**src/rtl/core/pdl_pkg.sv**
```systemverilog
// ----------------------------------------------------------------------------
// Pump drive level package
// Shared types, constants and arithmetic helpers for the pump drive level.
// ----------------------------------------------------------------------------
package pdl_pkg;

  localparam int unsigned FIELD_W = 12;
  localparam int unsigned ACC_W   = 36;
  localparam int unsigned DEN_W   = 40;
  localparam int unsigned QUO_W   = 16;
  localparam int unsigned FRAC_W  = 17;
  localparam int unsigned MCPS_W  = 7;
  localparam int unsigned FPC_W   = 16;

  localparam logic [FRAC_W-1:0] FULL_FRAC = 17'h10000;
  localparam int unsigned PUMP_LEVEL_RANGE_DEF = 100;
  localparam logic [MCPS_W-1:0] MCPS_RESET = 7'd50;
  localparam logic [FPC_W-1:0]  FPC0_RESET = 16'd19005;

  localparam logic CFG_MCPS = 1'b0;
  localparam logic CFG_FPC0 = 1'b1;

  typedef enum logic {
    KIND_PRESSURE,
    KIND_FLOW
  } kind_t;

  typedef struct packed {
    kind_t              kind;
    logic [FIELD_W-1:0] target;
    logic [FIELD_W-1:0] limit;
    logic [FIELD_W-1:0] pressure;
    logic [FIELD_W-1:0] flow;
    logic               falling;
  } job_t;

  typedef struct packed {
    logic             done;
    logic             sat;
    logic [QUO_W-1:0] quo;
  } div_res_t;

  typedef enum logic [2:0] {
    B_IDLE,
    B_POLY,
    B_DEN,
    B_START,
    B_DIV,
    B_SEL,
    B_FRAC,
    B_LVL
  } back_state_t;

  function automatic logic signed [ACC_W-1:0] coef(input logic [2:0] idx,
                                                  input logic [FPC_W-1:0] fpc0);
    logic signed [ACC_W-1:0] c;
    case (idx)
      3'd6: c = 36'sd80;
      3'd5: c = -36'sd3427;
      3'd4: c = 36'sd25512;
      3'd3: c = 36'sd392990;
      3'd2: c = -36'sd7902740;
      3'd1: c = 36'sd9534827;
      3'd0: c = $signed({4'b0, fpc0, 16'b0}) - 36'sd549755814;
      default: c = '0;
    endcase
    return c;
  endfunction

  // Exact floor(x / 5) for x below 2^21 by a reciprocal multiply.
  function automatic logic [18:0] div5(input logic [20:0] x);
    logic [41:0] prod;
    prod = {21'b0, x} * {21'b0, 21'd1677722};
    return prod[41:23];
  endfunction

endpackage

```
**src/rtl/core/pump_drive_level.sv**
```systemverilog
// ----------------------------------------------------------------------------
// Pump drive level
// Drive level for a vibratory pump from mode, target, limit and measurements.
// ----------------------------------------------------------------------------
// Each request yields one level transaction after the back end picks it up:
// a pickup step, Horner evaluation of the polynomial, divisor setup and
// divider start, the two parallel restoring dividers up to their done flag,
// and then rule selection, limiting and scaling. The back end takes a new
// request only after it has loaded the level for the last one, so the divider
// loop dominates its throughput. A stalled output holds the back end in its
// last step. A two-entry queue lets requests be taken while earlier ones are
// in work.
module pump_drive_level #(
  parameter int unsigned PUMP_LEVEL_RANGE = pdl_pkg::PUMP_LEVEL_RANGE_DEF
) (
  input  logic                         clk,
  input  logic                         rst,
  input  logic                         s_tvalid,
  output logic                         s_tready,
  input  logic [55:0]                  s_tdata,   // target_value, restriction_value,
                                                  // measured_pressure, measured_flow,
                                                  // pressure_falling
  input  logic                         s_tuser,   // req_type
  output logic                         m_tvalid,
  input  logic                         m_tready,
  output logic [7:0]                   m_tdata,   // pump_level
  input  logic                         cfg_valid,
  output logic                         cfg_ready,
  input  logic                         cfg_index,
  input  logic [15:0]                  cfg_data
);
  import pdl_pkg::*;

  logic [MCPS_W-1:0] mcps;
  logic [FPC_W-1:0]  fpc0;
  logic              push;
  logic              pop;
  logic              full;
  logic              empty;
  job_t              push_job;
  job_t              pop_job;

  assign cfg_ready = 1'b1;

  always_ff @(posedge clk) begin
    if (rst) begin
      mcps <= MCPS_RESET;
      fpc0 <= FPC0_RESET;
    end else if (cfg_valid) begin
      case (cfg_index)
        CFG_MCPS: mcps <= cfg_data[MCPS_W-1:0];
        CFG_FPC0: fpc0 <= cfg_data;
        default: ;
      endcase
    end
  end

  pdl_front u_front (
    .s_tvalid (s_tvalid),
    .s_tready (s_tready),
    .s_tdata  (s_tdata),
    .s_tuser  (s_tuser),
    .q_full   (full),
    .q_push   (push),
    .q_job    (push_job)
  );

  pdl_fifo u_fifo (
    .clk      (clk),
    .rst      (rst),
    .push     (push),
    .push_job (push_job),
    .pop      (pop),
    .pop_job  (pop_job),
    .full     (full),
    .empty    (empty)
  );

  pdl_back #(
    .PUMP_LEVEL_RANGE (PUMP_LEVEL_RANGE)
  ) u_back (
    .clk      (clk),
    .rst      (rst),
    .q_empty  (empty),
    .q_job    (pop_job),
    .q_pop    (pop),
    .mcps     (mcps),
    .fpc0     (fpc0),
    .m_tvalid (m_tvalid),
    .m_tready (m_tready),
    .m_tdata  (m_tdata)
  );

endmodule

```
**src/rtl/core/pdl_front.sv**
```systemverilog
// ----------------------------------------------------------------------------
// Pump drive level front end
// Accepts request transactions and classifies them into jobs for the queue.
// ----------------------------------------------------------------------------
module pdl_front (
  input  logic              s_tvalid,
  output logic              s_tready,
  input  logic [55:0]       s_tdata,   // target, restriction, pressure, flow, falling
  input  logic              s_tuser,   // req_type
  input  logic              q_full,
  output logic              q_push,
  output pdl_pkg::job_t     q_job
);
  import pdl_pkg::*;

  logic [FIELD_W-1:0] target;
  logic [FIELD_W-1:0] restr;
  logic [FIELD_W-1:0] press;
  logic               limit_hit;

  assign target    = s_tdata[11:0];
  assign restr     = s_tdata[23:12];
  assign press     = s_tdata[35:24];
  assign limit_hit = (restr != '0) && ({press, 1'b0} > {1'b0, restr});

  assign s_tready = !q_full;
  assign q_push   = s_tvalid && !q_full;

  always_comb begin
    q_job.pressure = press;
    q_job.flow     = s_tdata[47:36];
    q_job.falling  = s_tdata[48];
    if (s_tuser && !limit_hit) begin
      q_job.kind   = KIND_FLOW;
      q_job.target = target;
      q_job.limit  = '0;
    end else if (s_tuser) begin
      q_job.kind   = KIND_PRESSURE;
      q_job.target = restr;
      q_job.limit  = target;
    end else begin
      q_job.kind   = KIND_PRESSURE;
      q_job.target = target;
      q_job.limit  = restr;
    end
  end

endmodule

```
**src/rtl/core/pdl_fifo.sv**
```systemverilog
// ----------------------------------------------------------------------------
// Pump drive level job queue
// Two-entry queue between the front end and the back end.
// ----------------------------------------------------------------------------
module pdl_fifo (
  input  logic          clk,
  input  logic          rst,
  input  logic          push,
  input  pdl_pkg::job_t push_job,
  input  logic          pop,
  output pdl_pkg::job_t pop_job,
  output logic          full,
  output logic          empty
);
  import pdl_pkg::*;

  job_t       mem [2];
  logic       wr_ptr;
  logic       rd_ptr;
  logic [1:0] count;

  assign full    = (count == 2'd2);
  assign empty   = (count == 2'd0);
  assign pop_job = mem[rd_ptr];

  always_ff @(posedge clk) begin
    if (push) begin
      mem[wr_ptr] <= push_job;
    end
  end

  always_ff @(posedge clk) begin
    if (rst) begin
      wr_ptr <= 1'b0;
      rd_ptr <= 1'b0;
      count  <= 2'd0;
    end else begin
      if (push) begin
        wr_ptr <= !wr_ptr;
      end
      if (pop) begin
        rd_ptr <= !rd_ptr;
      end
      count <= count + {1'b0, push} - {1'b0, pop};
    end
  end

endmodule

```
**src/rtl/core/pdl_div.sv**
```systemverilog
// ----------------------------------------------------------------------------
// Pump drive level divider
// Restoring divider giving floor(q * 2^40 / den) one quotient bit per cycle.
// ----------------------------------------------------------------------------
module pdl_div (
  input  logic                          clk,
  input  logic                          rst,
  input  logic                          start,
  input  logic [pdl_pkg::FIELD_W-1:0]   q,
  input  logic [pdl_pkg::DEN_W-1:0]     den,
  output pdl_pkg::div_res_t             res
);
  import pdl_pkg::*;

  logic [DEN_W-1:0] rem;
  logic [DEN_W:0]   rem2;
  logic [DEN_W-1:0] num_hi;
  logic [4:0]       cnt;
  logic             busy;
  logic             take;
  logic             sat;
  logic             done;
  logic [QUO_W-1:0] quo;

  assign num_hi = {{(DEN_W-FIELD_W-24){1'b0}}, q, 24'b0};
  assign rem2   = {rem, 1'b0};
  assign take   = (rem2 >= {1'b0, den});
  assign res    = {done, sat, quo};

  always_ff @(posedge clk) begin
    if (start) begin
      rem <= num_hi;
      sat <= (num_hi >= den);
    end else if (busy) begin
      rem <= take ? DEN_W'(rem2 - {1'b0, den}) : rem2[DEN_W-1:0];
      quo <= {quo[QUO_W-2:0], take};
    end
  end

  always_ff @(posedge clk) begin
    if (rst) begin
      busy <= 1'b0;
      cnt  <= '0;
      done <= 1'b0;
    end else begin
      done <= busy && (cnt == 5'd1);
      if (start) begin
        busy <= 1'b1;
        cnt  <= 5'(QUO_W);
      end else if (busy) begin
        cnt <= cnt - 5'd1;
        if (cnt == 5'd1) begin
          busy <= 1'b0;
        end
      end
    end
  end

endmodule

```
**src/rtl/core/pdl_back.sv**
```systemverilog
// ----------------------------------------------------------------------------
// Pump drive level back end
// Evaluates the flow-per-click polynomial, divides and applies the drive rule.
// ----------------------------------------------------------------------------
module pdl_back #(
  parameter int unsigned PUMP_LEVEL_RANGE = pdl_pkg::PUMP_LEVEL_RANGE_DEF
) (
  input  logic                        clk,
  input  logic                        rst,
  input  logic                        q_empty,
  input  pdl_pkg::job_t               q_job,
  output logic                        q_pop,
  input  logic [pdl_pkg::MCPS_W-1:0]  mcps,
  input  logic [pdl_pkg::FPC_W-1:0]   fpc0,
  output logic                        m_tvalid,
  input  logic                        m_tready,
  output logic [7:0]                  m_tdata    // pump_level
);
  import pdl_pkg::*;

  localparam int unsigned LEVEL_W = $clog2(PUMP_LEVEL_RANGE + 1);

  back_state_t state, state_next;
  job_t                    job;
  logic [2:0]              idx;
  logic signed [ACC_W-1:0] acc;
  logic signed [ACC_W+12:0] prod;
  logic signed [ACC_W+12:0] prod_adj;
  logic signed [ACC_W+12:0] prod_sh;
  logic [DEN_W-1:0]        den;
  logic                    acc_pos;
  logic                    div_start;
  logic                    out_load;
  div_res_t                res_a;
  div_res_t                res_b;
  logic [FRAC_W-1:0]       frac_a;
  logic [FRAC_W-1:0]       frac_b;
  logic signed [12:0]      d;
  logic [21:0]             m19;
  logic [21:0]             near_sum;
  logic [20:0]             x;
  logic [20:0]             x_next;
  logic                    use_div;
  logic                    use_div_next;
  logic [FRAC_W-1:0]       direct;
  logic [FRAC_W-1:0]       direct_next;
  logic [FRAC_W-1:0]       cap;
  logic [FRAC_W-1:0]       cap_next;
  logic [18:0]             cand;
  logic [FRAC_W-1:0]       frac;
  logic [FRAC_W+LEVEL_W-1:0] scaled;

  pdl_div u_div_a (
    .clk   (clk),
    .rst   (rst),
    .start (div_start),
    .q     ((job.kind == KIND_FLOW) ? job.target : job.limit),
    .den   (den),
    .res   (res_a)
  );

  pdl_div u_div_b (
    .clk   (clk),
    .rst   (rst),
    .start (div_start),
    .q     (job.flow),
    .den   (den),
    .res   (res_b)
  );

  always_comb begin
    state_next = state;
    case (state)
      B_IDLE:  if (!q_empty) state_next = B_POLY;
      B_POLY:  if (idx == 3'd0) state_next = B_DEN;
      B_DEN:   state_next = B_START;
      B_START: state_next = B_DIV;
      B_DIV:   if (res_a.done) state_next = B_SEL;
      B_SEL:   state_next = B_FRAC;
      B_FRAC:  state_next = B_LVL;
      B_LVL:   if (!m_tvalid || m_tready) state_next = B_IDLE;
      default: state_next = B_IDLE;
    endcase
  end

  always_comb begin
    q_pop     = 1'b0;
    div_start = 1'b0;
    out_load  = 1'b0;
    case (state)
      B_IDLE:  q_pop = !q_empty;
      B_START: div_start = 1'b1;
      B_LVL:   out_load = !m_tvalid || m_tready;
      default: ;
    endcase
  end

  always_ff @(posedge clk) begin
    if (rst) begin
      state <= B_IDLE;
    end else begin
      state <= state_next;
    end
  end

  // Horner step with truncation toward zero.
  assign prod     = acc * $signed({1'b0, job.pressure});
  assign prod_adj = prod + (prod[ACC_W+12] ? (ACC_W+13)'(255) : '0);
  assign prod_sh  = prod_adj >>> 8;

  always_comb begin
    if (mcps == '0) begin
      frac_a = '0;
      frac_b = '0;
    end else if (!acc_pos) begin
      frac_a = FULL_FRAC;
      frac_b = FULL_FRAC;
    end else begin
      frac_a = res_a.sat ? FULL_FRAC : {1'b0, res_a.quo};
      frac_b = res_b.sat ? FULL_FRAC : {1'b0, res_b.quo};
    end
  end

  assign d        = $signed({1'b0, job.target}) - $signed({1'b0, job.pressure});
  assign m19      = ({5'b0, frac_b} << 4) + ({5'b0, frac_b} << 1) + {5'b0, frac_b};
  assign near_sum = m19 + 22'd131072 + {2'b0, d[9:0], 10'b0};

  always_comb begin
    x_next       = '0;
    use_div_next = 1'b0;
    direct_next  = '0;
    cap_next     = (job.limit == '0) ? FULL_FRAC : frac_a;
    if (job.kind == KIND_FLOW) begin
      cap_next    = FULL_FRAC;
      direct_next = frac_a;
    end else if (job.target == '0) begin
      direct_next = '0;
    end else if (d > 13'sd512) begin
      use_div_next = 1'b1;
      x_next       = 21'd81920 + {1'b0, d[11:0], 8'b0};
    end else if (d > 13'sd0) begin
      use_div_next = 1'b1;
      x_next       = {1'b0, near_sum[21:2]};
    end else if (job.falling) begin
      direct_next = {1'b0, frac_b[FRAC_W-1:1]};
    end
  end

  assign cand   = use_div ? div5(x) : {2'b0, direct};
  assign scaled = {{LEVEL_W{1'b0}}, frac} * {{FRAC_W{1'b0}}, LEVEL_W'(PUMP_LEVEL_RANGE)};

  always_ff @(posedge clk) begin
    case (state)
      B_IDLE: begin
        if (!q_empty) begin
          job <= q_job;
          acc <= '0;
          idx <= 3'd6;
        end
      end
      B_POLY: begin
        acc <= prod_sh[ACC_W-1:0] + coef(idx, fpc0);
        idx <= idx - 3'd1;
      end
      B_DEN: begin
        den     <= DEN_W'({6'b0, acc[ACC_W-2:0]} * {35'b0, 6'd50});
        acc_pos <= !acc[ACC_W-1] && (acc != '0);
      end
      B_SEL: begin
        x       <= x_next;
        use_div <= use_div_next;
        direct  <= direct_next;
        cap     <= cap_next;
      end
      B_FRAC: begin
        frac <= ({2'b0, cap} < cand) ? cap : cand[FRAC_W-1:0];
      end
      default: ;
    endcase
  end

  always_ff @(posedge clk) begin
    if (out_load) begin
      m_tdata <= 8'(scaled[16 +: LEVEL_W]);
    end
  end

  always_ff @(posedge clk) begin
    if (rst) begin
      m_tvalid <= 1'b0;
    end else if (out_load) begin
      m_tvalid <= 1'b1;
    end else if (m_tready) begin
      m_tvalid <= 1'b0;
    end
  end

endmodule
```
**config.mk**
```make
export PLATFORM = sky130hd
export DESIGN_NAME = pump_drive_level
export DESIGN_NICKNAME = d
export VERILOG_FILES = /design/src/rtl/core/pdl_pkg.sv /design/src/rtl/core/pump_drive_level.sv /design/src/rtl/core/pdl_front.sv /design/src/rtl/core/pdl_fifo.sv /design/src/rtl/core/pdl_div.sv /design/src/rtl/core/pdl_back.sv
export SDC_FILE = /design/constraint.sdc
export NUM_CORES = 2
export LEC_CHECK = 0
export ABC_AREA = 1
export BUFFER_PORTS_ARGS = -buffer_cell sky130_fd_sc_hd__clkbuf_2
export CORE_MARGIN = 3
export CORE_UTILIZATION = 50
export CTS_CLUSTER_SIZE = 12
export DETAILED_ROUTE_END_ITERATION = 16
export GPL_TIMING_DRIVEN = 1
export HOLD_SLACK_MARGIN = 0.08
export PLACE_DENSITY_LB_ADDON = 0.08
export SYNTH_ARGS = -nofsm -noshare
export SYNTH_HDL_FRONTEND = slang
export SYNTH_HIERARCHICAL = 1
export SYNTH_SLANG_ARGS = --single-unit
```
**constraint.sdc**
```tcl
create_clock -name clk -period 8 [get_ports clk]
set_clock_uncertainty 0.05 [all_clocks]
set_input_delay 1.2 -clock clk [delete_from_list [all_inputs] [get_ports clk]]
set_output_delay 1.2 -clock clk [all_outputs]
set_load 0.02 [all_outputs]
```
---- Word level (Yosys, flattened, before mapping) ----
Memory sizes are Yosys's and may differ from the RTL's. A register that Yosys moved wholly into a read port is not among the register bits.
Index checks and enable logic that the tools add are counted.
operators by class
  multiplexer cells ....................... 55
  $mul .................................... 4
  bitwise gates (word level) .............. 3
  div/mod/pow operators ................... 0
  reduce and logical (&&, ||, !) cells .... 35
  $lt $le $gt $ge ......................... 8
  add/sub/neg operators ................... 16
  shifts and indexed selects .............. 0
  equality and inequality tests ........... 20
operators by type and width
  operator                                             number
  one-hot mux 36 bit (7 select lines)                  1
  two-way mux 36 bit                                   6
  two-way mux 17 bit                                   11
  greater-or-equal comparator 41 x 40 -> 1 bit         2
  greater-or-equal comparator 36 x 40 -> 1 bit         2
  two-way mux 40 bit                                   2
  subtractor 40 bit                                    2
  one-hot mux 36 bit (2 select lines)                  1
  multiplier 36 x 13 -> 49 bit                         1
  adder 44 bit                                         1
  multiplier 21 x 20 -> 41 bit, second input constant  1
  multiplier 35 x 5 -> 39 bit, second input constant   1
  adder 36 bit                                         1
  nonzero test 36 bit                                  1
  subtractor 32 x 30 -> 33 bit, second input constant  1
  two-way mux 25 bit                                   1
  zero test 12 bit                                     2
  two-way mux 24 bit                                   1
  one-hot mux 3 bit (8 select lines)                   1
  adder 21 x 18 -> 22 bit                              1
  adder 22 x 17 -> 22 bit                              1
  adder 22 x 18 -> 22 bit, second input constant       1
  adder 22 x 20 -> 22 bit                              1
  adder 17 x 20 -> 21 bit, first input constant        1
  other kinds (39)                                     97
storage, ports and cells
  memory bits (writable) .................. 100
  output and inout bits ................... 11
  bits in latches ......................... 0
  register bits ........................... 317
  memories ................................ 1
  word-level logic and storage cells ...... 174
  input bits .............................. 79
  ROM bits ................................ 0
memories
  memory      depth  width  read ports  clocked after Yosys merged registers in  write ports  line            text
  u_fifo.mem  2      50     1           1                                        1            pdl_fifo.sv:17  job_t mem [2];

---- Logic depth before layout (Yosys ltp) ----
  depth after elaboration ................. 9
  gate-level depth with buffers ........... 54
  gate-level depth less buffers ........... 52

---- By module ----
The synthesis kept the hierarchy.
by module, submodules not included
  module            cells each  instances  area an instance (µm²)  sequential area each (µm²)
  pdl_back          5762        1          44617.8                 6356.1
  pdl_div           1096        2          6597.6                  1571.5
  pdl_fifo          187         1          4088.9                  3103.0
  pdl_front         189         1          1129.8                  0.0
  pump_drive_level  114         1          883.3                   460.4

---- Worst setup path before layout ----
No wires, ideal clock.
  path kind ............................... flip-flop to flip-flop
  start point ............................. register u_back.acc[35]
  end point ............................... register u_back.acc[34], data pin
  clock period less this slack ............ 7.991 ns
  slack ................................... 0.009 ns
  stages on the path, launching flop included .. 46
  path buffers ............................ 3
  data arrival time ....................... 7.683 ns
  data required time ...................... 7.691 ns
  library setup time ...................... 0.259 ns
  cells stage by stage .................... edfxtp_1 > clkbuf_1 > nand2_1 > inv_1 > fa_1 > fa_1 > inv_1 > fa_1 > inv_1 > fa_1 > inv_1 > fa_1 > inv_1 > ha_1 > nand2_1 > inv_1 > a21oi_1 > nand2_1 > [10 not listed] > inv_2 > nor2_1 > ha_1 > fa_1 > nand2_1 > inv_1 > o21ai_0 > nand2_1 > inv_1 > o21bai_1 > a21oi_1 > o21ai_0 > nand4_1 > nand2_1 > nand2_1 > nand2_1 > o21ai_0 > a21oi_1
between the ends
  word-level cells in the longest chain between the ends .. 5
ends and longest elaborated chain
  element                                  line             text
  start: declaration                       pdl_back.sv:26   logic signed [ACC_W-1:0] acc;
  start signal: assignment                 pdl_back.sv:162  acc <= prod_sh[ACC_W-1:0] + coef(idx, fpc0);
  multiplier 36 x 13 -> 49 bit (*)         pdl_back.sv:107  assign prod = acc * $signed({1'b0, job.pressure});
  two-way mux 8 bit                        pdl_back.sv:108  assign prod_adj = prod + (prod[ACC_W+12] ? (ACC_W+13)'(255) : '0);
  adder 44 bit (*)                         pdl_back.sv:108
  adder 36 bit (*)                         pdl_back.sv:162
  one-hot mux 36 bit (2 select lines) (*)  pdl_back.sv:153  case (state)
Mark *: on every way between the ends. The rest lies on a longest branch, timed or not.
A chain may end at the register's enable or synchronous reset.

---- Final worst setup path ----
  start point ............................. register u_back/job[16] (netlist name)
  end point ............................... register u_back.acc[10], data pin
between the ends
  word-level cells in the longest chain between the ends .. 5
ends and longest elaborated chain
  element                                  line             text
  start: declaration                       pdl_back.sv:24   job_t job;
  start signal: assignment                 pdl_back.sv:156  job <= q_job;
  multiplier 36 x 13 -> 49 bit (*)         pdl_back.sv:107
  two-way mux 8 bit                        pdl_back.sv:108
  adder 44 bit (*)                         pdl_back.sv:108
  adder 36 bit (*)                         pdl_back.sv:162
  one-hot mux 36 bit (2 select lines) (*)  pdl_back.sv:153
Marked as above.

==> key figures <==
Final layout
  – Final Util: 60.3%
  – Area of the multi-input gates: between 40000 and 50000 sq um
  – Total area of sequential cells: roughly 13000 sq um
  – Share of cells above drive strength 1: 17.4%
  – Fin nets: 10500
  – Fillers: around 12000
  – Area grow syn2layout: 19.2%

Critical path
  – CP peak stage delay: ~550 ps
  – Worst setup path class: flop to flop
  – Crit path DAT: approximately 8600 ps
  – CP Max Fanout: 8
  – Critical path required time: between 8000 and 9000 ps
  – CP Launch Type: flop
  – CP max-delay cell: fa_1
  – Top Family by Delay on Critical Path: adder cells
  – WP buf/inv: 17
  – CP endpoint kind: flop

Global route
  – Largest net degree at the start of global routing: between 50 and 60
  – Antenna violations before repair: 2
  – First-pass GRT wire length: between 300000 and 400000 um
  – Vias in the first global route: about 56000
  – Total GRT Usage: 28.9%
  – Gr ovfl total: 0

Logic synthesis
  – Syn Std Cell Area: roughly 64000 sq um
  – Ys Warns: 6
  – Cells after synthesis: 8441
  – Mean Syn Cell Area: 7.57 sq um

Clocking
  – Clock Latency Late Sink: just over 700 ps
  – H-Tree Depth: 2
  – Clock root buffer: clkbuf_16
  – TritonCTS buffer count: 59
  – CTS tree: built
  – Clock slew at reported path FFs: 60 ps
  – Hold buffers post-CTS: 0
  – CTS Buffer Depth: 3
  – # clock sinks: about 470

Die
  – Die width: roughly 360 um
  – Num ports: 90
  – DIE AREA: 132000 sq um
  – Initial Util: about half
  – Core area: about 130000 sq um
  – Num rows: 130
  – Die H: between 300 and 400 um

Timing
  – RSZ-0062 raised after global routing: yes
  – Final period util: 101%
  – Final Hold Viols: 0
  – Slew Limit Fails: 0
  – Max-slew headroom: approximately 25%
  – Final setup viols: 14
  – TNS Setup: -563 ps
  – Maximum operating frequency: around 0.12 GHz
  – Setup slack after layout: -87.8 ps
  – Minimum clock period: 8090 ps
  – Worst-Margin Slew: around 1100 ps

Detailed routing
  – Final ANT Viol Nets: 0
  – Routed vias: around 56000
  – WL final: a little under 200000 um
  – Vias per cell: 5.14
  – DRT iter0 DRCs: 3691
  – Router iterations before antenna repair: 8
  – Post-DR wirelength/cell: approximately 18 um
  – Residual DRC: 0

Job
  – Max-cap violations: 0

Placement
  – Hpwl dp: around 160000 um
  – Count of input and output buffers: 80
  – GPL Wtd Cong: just under 1

Status
  – Outcome: finished with violations
  – Failing checks: setup timing

Worst hold path
  – Worst min-delay path class: flop to flop
## flip-flops by register name, indices dropped and copies added (netlist names), 16 cells and up, named ones only
| register | flops |
|---|---|
| u_back/acc | 36 |
| fpc0 | 16 |
| u_back/x | 21 |
| u_back/u_div_a/quo | 16 |
| u_back/u_div_b/quo | 16 |
| u_back/direct | 17 |
| u_back/u_div_a/rem | 40 |
| u_back/job | 50 |
| u_fifo/mem | 100 |
| u_back/cap | 17 |
| u_back/u_div_b/rem | 40 |
| u_back/den | 39 |
| u_back/frac | 17 |
## final cells by class
class,count,area share [%]
inverters,2074,10.2
diodes,1,0.00329
multi-input cells,5696,57.9
clock inverters,35,0.485
well taps,1650,2.71
flip-flops and latches,468,17.1
clock buffers,76,2.11
repair buffers,855,9.38
## cell usage in the layout (no fill, tap or decap), types with 50 or more instances in the layout
cell type / count
xnor2_1: 76
ha_1: 652
inv_2: 72
dfxtp_1: 100
clkbuf_2: 80
nand2_2: 115
nor2_2: 73
edfxtp_1: 367
a21oi_1: 285
o21ai_0: 154
nor2_1: 431
nand4_1: 83
nand3_1: 396
a21oi_2: 60
xor2_1: 78
nand2_1: 2046
fa_1: 581
inv_1: 1987
ha_4: 61
buf_4: 688
mux2_4: 50
clkbuf_16: 69
## what timing repair did
| action | 4_1_cts | 5_1_grt |
|---|---|---|
| pin swaps | 79 | 221 |
| endpoints found under the setup margin | 28 | 46 |
| gates cloned | 5 | 12 |
| setup buffers | 29 | 82 |
| gates resized for setup | 190 | 359 |
## path summary, 6_finish.rpt
kind / depth (start not counted) / startpoint / end / slack (ps)
max: 47 / u_back/job[16] / u_back/acc[10] / -90
min: 0 / u_back/u_div_a/quo[4] / u_back/u_div_a/quo[5] / 370
max reg2reg: 47 / u_back/job[16] / u_back/acc[10] / -90
min reg2reg: 0 / u_back/u_div_a/quo[4] / u_back/u_div_a/quo[5] / 370
## metal layers
metal / global-route usage, % / wire length, um / vias to the layer above
met1: 40.1 / 87000 / 26600
met2: 48.5 / 90000 / 1373
met5: 0 / 13 / -
met3: 2.71 / 10200 / 313
met4: 7.68 / 6820 / 2
li1: - / - / 27400
## stage by stage
step / hold slack [ps] / setup WS, ps / area, sq um / cells
after floorplan: 371 / 8.85 / 63900 / 8449
after global placement: 381 / -473 / 70500 / 10600
final: 374 / -87.8 / 76200 / 10900
after global routing: 372 / -516 / 76200 / 10900
after CTS: 356 / -4.48 / 73700 / 10800
after detailed placement: 382 / -503 / 70500 / 10600
Power is not shown: default switching activity piles up to over one toggle a cycle in this logic, so the estimate is an artifact.
